===== config.mk =====
export PLATFORM = sky130hd
export DESIGN_NAME = quad_ema_sma_seeded
export DESIGN_NICKNAME = d
export VERILOG_FILES = /design/src/rtl/qes_pkg.sv /design/src/rtl/qes_cfg.sv /design/src/rtl/qes_alu.sv /design/src/rtl/quad_ema_sma_seeded.sv
export SDC_FILE = /design/constraint.sdc
export NUM_CORES = 2
export LEC_CHECK = 0
export BUFFER_PORTS_ARGS = -buffer_cell sky130_fd_sc_hd__buf_2
export CAP_MARGIN = 20
export CORE_UTILIZATION = 58
export CTS_CLUSTER_SIZE = 12
export DETAILED_ROUTE_END_ITERATION = 6
export GPL_ROUTABILITY_DRIVEN = 1
export GPL_TIMING_DRIVEN = 0
export MAX_ROUTING_LAYER = met4
export PLACE_DENSITY = 0.8
export SYNTH_ARGS = -nofsm -noshare
export SYNTH_HDL_FRONTEND = slang
export SYNTH_HIERARCHICAL = 1
export SYNTH_SLANG_ARGS = --single-unit

===== constraint.sdc =====
create_clock -name aclk -period 6.95 [get_ports aclk]
set_clock_uncertainty 0.15 [all_clocks]
set_input_delay 1.39 -clock aclk [delete_from_list [all_inputs] [get_ports aclk]]
set_output_delay 1.39 -clock aclk [all_outputs]
set_load 0.01 [all_outputs]

===== src/rtl/qes_pkg.sv =====
`timescale 1ns / 1ps
// ----------------------------------------------------------------------------
// qes_pkg
// Shared widths, reset values, unit opcodes and interface types for the
// four-lane seeded moving average block.
// ----------------------------------------------------------------------------
package qes_pkg;

    // Lane count and bar limit
    localparam int LANES      = 4;
    localparam int LANE_W     = $clog2(LANES);
    localparam int MAX_PERIOD = 1023;

    // Field widths
    localparam int PRICE_W    = 32;
    localparam int FRAC_W     = 16;
    localparam int PERIOD_W   = 10;
    localparam int ALPHA_W    = 17;
    localparam int CNT_W      = 10;
    localparam int SUM_W      = 42;
    localparam int DIVD_W     = SUM_W + 1;
    localparam int DIV_STEP_W = $clog2(DIVD_W);
    localparam int PROD_W     = PRICE_W + ALPHA_W;
    localparam int CFG_IDX_W  = $clog2(2 * LANES);
    localparam int CFG_DATA_W = ALPHA_W;

    typedef logic [PRICE_W-1:0]  price_t;
    typedef logic [PERIOD_W-1:0] period_t;
    typedef logic [ALPHA_W-1:0]  alpha_t;

    // Q1.16 unity weight and rounding half
    localparam alpha_t ALPHA_ONE = alpha_t'(65536);
    localparam logic [PROD_W-1:0] ROUND_HALF = PROD_W'(32768);

    // Register reset values
    localparam period_t PERIOD_RST [LANES] = '{10'd5, 10'd20, 10'd60, 10'd200};
    localparam alpha_t  ALPHA_RST  [LANES] = '{17'd21845, 17'd6242, 17'd2149, 17'd652};

    // Shared unit opcodes
    localparam logic OP_EMA = 1'b0;
    localparam logic OP_DIV = 1'b1;

    // Request to the shared unit
    typedef struct packed {
        logic               start;
        logic               op;
        price_t             prev;
        price_t             close;
        alpha_t             alpha;
        logic [DIVD_W-1:0]  dividend;
        period_t            divisor;
    } alu_req_t;

    // Response from the shared unit
    typedef struct packed {
        logic   done;
        price_t result;
    } alu_rsp_t;

endpackage


===== src/rtl/qes_cfg.sv =====
`timescale 1ns / 1ps
// ----------------------------------------------------------------------------
// qes_cfg
// Period and weight registers of the four lanes, written through a plain
// indexed write port: periods first, then weights.
// ----------------------------------------------------------------------------
module qes_cfg (
    input  logic                                        aclk,
    input  logic                                        aresetn,
    input  logic                                        cfg_wr_en,
    input  logic [qes_pkg::CFG_IDX_W-1:0]               cfg_addr,
    input  logic [qes_pkg::CFG_DATA_W-1:0]              cfg_wdata,
    output qes_pkg::period_t [qes_pkg::LANES-1:0]       period,
    output qes_pkg::alpha_t  [qes_pkg::LANES-1:0]       alpha
);
    import qes_pkg::*;

    period_t [LANES-1:0] period_reg;
    alpha_t  [LANES-1:0] alpha_reg;
    logic [LANE_W-1:0]   lane_sel;
    logic                is_period;

    // Decode the register index into lane and register kind
    assign lane_sel  = cfg_addr[LANE_W-1:0];
    assign is_period = (cfg_addr < CFG_IDX_W'(LANES));

    // Hold the register file
    always_ff @(posedge aclk) begin
        if (!aresetn) begin
            for (int i = 0; i < LANES; i++) begin
                period_reg[i] <= PERIOD_RST[i];
                alpha_reg[i]  <= ALPHA_RST[i];
            end
        end else if (cfg_wr_en) begin
            if (is_period) begin
                period_reg[lane_sel] <= cfg_wdata[PERIOD_W-1:0];
            end else begin
                alpha_reg[lane_sel] <= cfg_wdata[ALPHA_W-1:0];
            end
        end
    end

    assign period = period_reg;
    assign alpha  = alpha_reg;

endmodule


===== src/rtl/qes_alu.sv =====
`timescale 1ns / 1ps
// ----------------------------------------------------------------------------
// qes_alu
// Shared arithmetic unit. One opcode steps an average toward the close
// (signed weight product, rounded to nearest, ties away from zero); the
// other runs a restoring divide, one quotient bit per cycle, for seeding.
// ----------------------------------------------------------------------------
module qes_alu (
    input  logic              aclk,
    input  logic              aresetn,
    input  qes_pkg::alu_req_t req,
    output qes_pkg::alu_rsp_t rsp
);
    import qes_pkg::*;

    localparam logic [1:0] A_IDLE = 2'd0;
    localparam logic [1:0] A_MUL  = 2'd1;
    localparam logic [1:0] A_ADD  = 2'd2;
    localparam logic [1:0] A_DIV  = 2'd3;

    logic [1:0]            state_reg, state_next;
    logic                  done_reg;
    logic                  neg_reg;
    price_t                mag_reg;
    alpha_t                alpha_reg;
    price_t                prev_reg;
    logic [PROD_W-1:0]     prod_reg;
    logic [DIVD_W-1:0]     num_reg;
    period_t               rem_reg;
    period_t               div_reg;
    logic [DIV_STEP_W-1:0] step_reg;
    price_t                result_reg;

    logic                  start_neg;
    price_t                start_mag;
    alpha_t                start_alpha;
    logic [PERIOD_W:0]     trial;
    logic [PERIOD_W:0]     trial_diff;
    logic                  qbit;
    logic [DIVD_W-1:0]     num_next;
    logic [PROD_W-1:0]     round_sum;
    price_t                q_mag;
    price_t                ema_result;
    logic                  div_last;

    // Prepare magnitude, sign and saturated weight of the update
    always_comb begin
        start_neg   = (req.close < req.prev);
        start_mag   = start_neg ? (req.prev - req.close) : (req.close - req.prev);
        start_alpha = (req.alpha > ALPHA_ONE) ? ALPHA_ONE : req.alpha;
    end

    // One restoring divide step
    always_comb begin
        trial      = {rem_reg, num_reg[DIVD_W-1]};
        trial_diff = trial - {1'b0, div_reg};
        qbit       = (trial >= {1'b0, div_reg});
        num_next   = {num_reg[DIVD_W-2:0], qbit};
        div_last   = (step_reg == DIV_STEP_W'(DIVD_W - 1));
    end

    // Round the scaled product and apply it with its sign
    always_comb begin
        round_sum  = prod_reg + ROUND_HALF;
        q_mag      = round_sum[FRAC_W+PRICE_W-1:FRAC_W];
        ema_result = neg_reg ? (prev_reg - q_mag) : (prev_reg + q_mag);
    end

    // Sequence the unit
    always_comb begin
        state_next = state_reg;
        unique case (state_reg)
            A_IDLE: begin
                if (req.start) begin
                    state_next = (req.op == OP_DIV) ? A_DIV : A_MUL;
                end
            end
            A_MUL:  state_next = A_ADD;
            A_ADD:  state_next = A_IDLE;
            A_DIV: begin
                if (div_last) begin
                    state_next = A_IDLE;
                end
            end
            default: state_next = A_IDLE;
        endcase
    end

    // Control registers
    always_ff @(posedge aclk) begin
        if (!aresetn) begin
            state_reg <= A_IDLE;
            done_reg  <= 1'b0;
        end else begin
            state_reg <= state_next;
            done_reg  <= (state_reg == A_ADD) || ((state_reg == A_DIV) && div_last);
        end
    end

    // Datapath registers
    always_ff @(posedge aclk) begin
        unique case (state_reg)
            A_IDLE: begin
                neg_reg   <= start_neg;
                mag_reg   <= start_mag;
                alpha_reg <= start_alpha;
                prev_reg  <= req.prev;
                num_reg   <= req.dividend;
                div_reg   <= req.divisor;
                rem_reg   <= '0;
                step_reg  <= '0;
            end
            A_MUL: begin
                prod_reg <= PROD_W'(mag_reg) * PROD_W'(alpha_reg);
            end
            A_ADD: begin
                result_reg <= ema_result;
            end
            A_DIV: begin
                rem_reg  <= qbit ? trial_diff[PERIOD_W-1:0] : trial[PERIOD_W-1:0];
                num_reg  <= num_next;
                step_reg <= step_reg + 1'b1;
                if (div_last) begin
                    result_reg <= num_next[PRICE_W-1:0];
                end
            end
            default: ;
        endcase
    end

    assign rsp.done   = done_reg;
    assign rsp.result = result_reg;

endmodule


===== src/rtl/quad_ema_sma_seeded.sv =====
`timescale 1ns / 1ps
// ----------------------------------------------------------------------------
// quad_ema_sma_seeded
// Four exponential moving averages over bar closes, each seeded with the
// simple mean of its first N closes.
// ----------------------------------------------------------------------------
// One close comes in per transaction, as a new bar or as a revision of the
// current bar, and one result transaction goes out (a revision before any
// bar is dropped with no result). The lanes are worked one after another on
// a single shared unit: a lane that is not yet due is skipped, an update
// multiplies, rounds and adds, and a seeding bar runs a 43-step restoring
// divide of the running sum by the period. The input is not ready while an
// item is in work; a finished result waits in an output register, and the
// next item is taken while it waits. A lane's average field is zero until
// the lane is valid. Registers 0..3 hold the periods and 4..7 the Q1.16
// weights of the lanes; write them only while the block is idle.
// ----------------------------------------------------------------------------
module quad_ema_sma_seeded (
    input  logic                               aclk,
    input  logic                               aresetn,
    // Configuration write port
    input  logic                               cfg_wr_en,
    input  logic [qes_pkg::CFG_IDX_W-1:0]      cfg_addr,
    input  logic [qes_pkg::CFG_DATA_W-1:0]     cfg_wdata,
    // Close input channel
    input  logic                               s_valid,
    output logic                               s_ready,
    input  logic [31:0]                        s_close_price,
    input  logic                               s_is_new_bar,
    // Average output channel
    output logic                               m_valid,
    input  logic                               m_ready,
    output logic [31:0]                        m_avg_fast,
    output logic [31:0]                        m_avg_mid,
    output logic [31:0]                        m_avg_slow,
    output logic [31:0]                        m_avg_long,
    output logic [3:0]                         m_lane_valid
);
    import qes_pkg::*;

    localparam logic [2:0] S_IDLE = 3'd0;
    localparam logic [2:0] S_SUM  = 3'd1;
    localparam logic [2:0] S_LANE = 3'd2;
    localparam logic [2:0] S_WAIT = 3'd3;
    localparam logic [2:0] S_OUT  = 3'd4;

    period_t [LANES-1:0]  period;
    alpha_t  [LANES-1:0]  alpha;
    alu_req_t             req;
    alu_rsp_t             rsp;

    logic [2:0]           state_reg, state_next;
    logic [LANE_W-1:0]    lane_reg;
    logic [CNT_W-1:0]     bar_count_reg;
    logic                 beyond_reg;
    logic                 new_reg;
    logic                 add_en_reg;
    logic [SUM_W-1:0]     seed_sum_reg;
    price_t               close_reg;
    price_t               cur_close_reg;
    price_t               ema_before_reg [LANES];
    price_t               ema_cur_reg    [LANES];
    logic                 m_valid_reg;
    price_t [LANES-1:0]   out_avg_reg;
    logic [LANES-1:0]     out_lane_valid_reg;

    logic                 accept;
    logic                 drop;
    logic                 at_limit;
    logic                 last_lane;
    logic                 out_load;
    logic [LANES-1:0]     lane_ok;
    period_t              p_sel;
    logic                 do_seed;
    logic                 do_step;

    qes_cfg u_cfg (
        .aclk      (aclk),
        .aresetn   (aresetn),
        .cfg_wr_en (cfg_wr_en),
        .cfg_addr  (cfg_addr),
        .cfg_wdata (cfg_wdata),
        .period    (period),
        .alpha     (alpha)
    );

    qes_alu u_alu (
        .aclk    (aclk),
        .aresetn (aresetn),
        .req     (req),
        .rsp     (rsp)
    );

    // Handshake and lane status
    always_comb begin
        s_ready   = (state_reg == S_IDLE);
        accept    = s_valid && s_ready;
        at_limit  = (bar_count_reg >= CNT_W'(MAX_PERIOD));
        drop      = !s_is_new_bar && (bar_count_reg == '0) && !beyond_reg;
        last_lane = (lane_reg == LANE_W'(LANES - 1));
        out_load  = (state_reg == S_OUT) && (!m_valid_reg || m_ready);
        for (int i = 0; i < LANES; i++) begin
            lane_ok[i] = (period[i] != '0) && (beyond_reg || (bar_count_reg >= period[i]));
        end
        p_sel   = period[lane_reg];
        do_seed = lane_ok[lane_reg] && !beyond_reg && (bar_count_reg == p_sel);
        do_step = lane_ok[lane_reg] && !do_seed;
    end

    // Build the request to the shared unit
    always_comb begin
        req.start    = (state_reg == S_LANE) && (do_seed || do_step);
        req.op       = do_seed ? OP_DIV : OP_EMA;
        req.prev     = new_reg ? ema_cur_reg[lane_reg] : ema_before_reg[lane_reg];
        req.close    = close_reg;
        req.alpha    = alpha[lane_reg];
        req.dividend = {1'b0, seed_sum_reg} + DIVD_W'(p_sel >> 1);
        req.divisor  = p_sel;
    end

    // Sequence one item through the lanes
    always_comb begin
        state_next = state_reg;
        unique case (state_reg)
            S_IDLE: begin
                if (accept && !drop) begin
                    state_next = S_SUM;
                end
            end
            S_SUM:  state_next = S_LANE;
            S_LANE: begin
                if (do_seed || do_step) begin
                    state_next = S_WAIT;
                end else if (last_lane) begin
                    state_next = S_OUT;
                end
            end
            S_WAIT: begin
                if (rsp.done) begin
                    state_next = last_lane ? S_OUT : S_LANE;
                end
            end
            S_OUT: begin
                if (out_load) begin
                    state_next = S_IDLE;
                end
            end
            default: state_next = S_IDLE;
        endcase
    end

    // Control state
    always_ff @(posedge aclk) begin
        if (!aresetn) begin
            state_reg     <= S_IDLE;
            lane_reg      <= '0;
            bar_count_reg <= '0;
            beyond_reg    <= 1'b0;
            m_valid_reg   <= 1'b0;
        end else begin
            state_reg <= state_next;
            // Count bars, saturate at the limit
            if (accept && s_is_new_bar) begin
                if (at_limit) begin
                    beyond_reg <= 1'b1;
                end else begin
                    bar_count_reg <= bar_count_reg + 1'b1;
                end
            end
            // Advance the lane pointer
            if (state_reg == S_SUM) begin
                lane_reg <= '0;
            end else if (((state_reg == S_LANE) && !(do_seed || do_step)) ||
                         ((state_reg == S_WAIT) && rsp.done)) begin
                lane_reg <= lane_reg + 1'b1;
            end
            // Hold the result until taken
            if (out_load) begin
                m_valid_reg <= 1'b1;
            end else if (m_ready) begin
                m_valid_reg <= 1'b0;
            end
        end
    end

    // Running sum and current close
    always_ff @(posedge aclk) begin
        if (!aresetn) begin
            seed_sum_reg  <= '0;
            cur_close_reg <= '0;
        end else if (accept && !drop) begin
            cur_close_reg <= s_close_price;
            // Take the old close out before a revision adds the new one
            if (!s_is_new_bar && !beyond_reg) begin
                seed_sum_reg <= seed_sum_reg - SUM_W'(cur_close_reg);
            end
        end else if ((state_reg == S_SUM) && add_en_reg) begin
            seed_sum_reg <= seed_sum_reg + SUM_W'(close_reg);
        end
    end

    // Lane averages
    always_ff @(posedge aclk) begin
        if (!aresetn) begin
            for (int i = 0; i < LANES; i++) begin
                ema_before_reg[i] <= '0;
                ema_cur_reg[i]    <= '0;
            end
        end else begin
            if ((state_reg == S_LANE) && new_reg) begin
                if (do_seed) begin
                    ema_before_reg[lane_reg] <= '0;
                end else if (do_step) begin
                    ema_before_reg[lane_reg] <= ema_cur_reg[lane_reg];
                end
            end
            if ((state_reg == S_WAIT) && rsp.done) begin
                ema_cur_reg[lane_reg] <= rsp.result;
            end
        end
    end

    // Item payload
    always_ff @(posedge aclk) begin
        if (accept) begin
            close_reg  <= s_close_price;
            new_reg    <= s_is_new_bar;
            add_en_reg <= s_is_new_bar ? !at_limit : !beyond_reg;
        end
    end

    // Output payload
    always_ff @(posedge aclk) begin
        if (out_load) begin
            for (int i = 0; i < LANES; i++) begin
                out_avg_reg[i] <= lane_ok[i] ? ema_cur_reg[i] : '0;
            end
            out_lane_valid_reg <= lane_ok;
        end
    end

    assign m_valid      = m_valid_reg;
    assign m_avg_fast   = out_avg_reg[0];
    assign m_avg_mid    = out_avg_reg[1];
    assign m_avg_slow   = out_avg_reg[2];
    assign m_avg_long   = out_avg_reg[3];
    assign m_lane_valid = out_lane_valid_reg;

endmodule


==> impl_metrics.yaml <==
cts:
  cts_buffers: 90
  root_buffer: "clkbuf_16"
  cts_sinks: 842
  cts.htree.levels: 3
  clkTransAtPathRegs_ns: 0.06
  ctsHoldBuffers: 0
  clk_path_buf_depth: 3
  insertion_delay_ns: 0.70
  cts_tree: "yes"
die:
  die_h_um: 328
  io_pins: 192
  initial_core_util_pct: 58.6
  rows: 119
  die_w_um: 328
  die_area_um2: 108000
  core_region_area_um2: 105000
synthesis:
  synth_nets: 6954
  ys_seq_area_share_pct: 37.6
  syn_area_um2: 61700
  synth_edf_count: 638
  ys_warn_count: 6
  syn_avg_cell_area_um2: 10.1
  synth-seq-cells: 842
  ys_types: 99
  synthFlopType: "edfxtp_1"
  synthArstFlopShare_pct: 0
  synthCells: 6120
grt:
  grt_pass1_vias: 47400
  grt_use_total_pct: 35.7
  antenna_found_initial: 9
  grt_overflow: 0
  grt_pass1_wl_um: 281000
  grt_max_degree: 69
routing:
  wl_met2_um: 86800
  drt-met1-wl_um: 70200
  wl_per_cell_um: 23.6
  top_layer: "met4"
  drt_wl_total_um: 188000
  ant_nets: 0
  num_vias: 48700
  wl_met3_um: 21300
  viasPerCell: 6.11
  drc: 24
  drt-pass1-iter-count: 7
  first_iter_violations: 5511
worst_setup_path:
  startpoint_type: "flop"
  end_kind: "flop"
  cp_max_fo: 10
  worst_ep_required_time_ns: 7.24
  critPathKind: "flop to flop"
  cp_data_arrival_time_ns: 7.19
timing:
  final.period_utilization_pct: 99.3
  holdWs_ns: 0.301
  worstMarginPinSlew_ns: 1.17
  drv_slew: 0
  hold_viol_final: 0
  max_slew_margin_pct: 21.2
  fin_tns_setup_ns: 0
  rsz0062_at_grt: "true"
  fmax_mhz: 145
  period_needed_ns: 6.90
  finalSetupViolCount: 0
job:
  drv_cap: 0
place:
  place_hpwl_um: 143000
  portBuffers: 191
  gp_congestion: 1.03
  placed_cell_area_um2: 64700
outcome:
  status: "finished with violations"
  violations: "design-rule violations"
finish:
  finalNetCount: 7339
  final_common_cell: "nand2_1"
  final_area_um2: 69200
  area_growth_pct: 12.0
  drive_gt1_share_pct: 11.3
  utilization_pct: 65.6
  final_cell_mix: "787 x nand2_1, 739 x inv_1, 638 x edfxtp_1"
  fillCellCount: 8045
worst_hold_path:
  hp-class: "flop to flop"
-- what timing repair did --
item	in CTS	in global routing
pin swaps	12	43
buffers inserted	62	30
cloned	1	0
resized for setup	172	139
setup endpoints to repair	58	29
-- synth_stat cells, types with 21 or more instances --
cell type / number / area, µm²
o211ai_1: 21 / 158
nand2_1: 790 / 2970
mux4_2: 60 / 1350
nor4_1: 36 / 225
buf_2: 24 / 120
nand4_1: 42 / 263
dfxtp_1: 204 / 4080
inv_1: 741 / 2780
nor3_1: 56 / 280
and3_1: 110 / 688
nor2b_1: 92 / 576
a21o_1: 94 / 706
xnor2_1: 148 / 1300
ha_1: 324 / 4050
a31oi_1: 29 / 181
fa_1: 452 / 9050
or3_1: 32 / 200
a211oi_1: 29 / 218
o21a_1: 27 / 203
o21ai_0: 258 / 1290
mux2i_1: 166 / 1660
edfxtp_1: 638 / 19200
xor2_1: 115 / 1010
and2_1: 408 / 2550
nand2b_1: 29 / 181
nand3_1: 85 / 425
nor2_1: 291 / 1090
clkbuf_1: 262 / 983
a21oi_1: 234 / 1170
mux2_2: 49 / 552
-- per-layer routing --
layer / up-vias / track usage (%)
met4: 0 / 15.5
met2: 2769 / 54.3
li1: 21400 / -
met3: 521 / 7.49
met5: - / -
met1: 24100 / 46.2
-- worst max-delay path: stages, from the launching register on --
cell and delay [ns]:
edfxtp_1 0.53, buf_4 0.27, nand2_1 0.10, fa_1 0.49
fa_1 0.53, fa_2 0.60, inv_1 0.07, fa_1 0.51
fa_1 0.55, inv_1 0.06, fa_1 0.52, inv_1 0.06
ha_4 0.26, a21o_1 0.20, nand3_4 0.09, or4b_4 0.48
a21oi_4 0.22, a2111oi_4 0.08, o211ai_1 0.19, buf_4 0.18
o21ai_1 0.09, nand4_1 0.12, a21oi_1 0.08, o21ba_2 0.22
-- final cells by class --
type	instances	area, µm²	area share, %
Multi-Input combinational cell	4225	34900	50.5
Sequential cell	842	23200	33.6
Inverter	743	2790	4.03
Clock buffer	124	2490	3.61
Timing Repair Buffer	298	1980	2.86
Tap cell	1391	1740	2.52
Buffer	305	1570	2.27
Clock inverter	33	438	0.633
Antenna cell	5	12.5	0.0181
-- kinds of logic after synthesis --
kind of cell	synth area share [%]
simple gates	16.5
buf+inv	6.49
compound gates	8.67
flops	37.6
fa+ha+maj	21.2
mux	5.77
xor+xnor	3.73
-- worst paths after layout --
check | end | cells past startpoint | from | slack (ns)
worst max-delay path | u_alu/prod_reg[45] | 23 | u_alu/mag_reg[19] | 0.05
worst min-delay path | cur_close_reg[21] | 2 | cur_close_reg[21] | 0.30
worst max register to register | u_alu/prod_reg[45] | 23 | u_alu/mag_reg[19] | 0.05
worst min register to register | cur_close_reg[21] | 2 | cur_close_reg[21] | 0.30
-- metrics by stage --
step,setup slack (ns),std cells
floorplan,0.176,6120
global placement,-1.70,7702
detailed placement,-1.70,7713
CTS,0.00112,7930
global route,-0.198,7965
finish,0.0483,7966
Power is not shown: default switching activity piles up to over one toggle a cycle in this logic, so the estimate is an artifact.
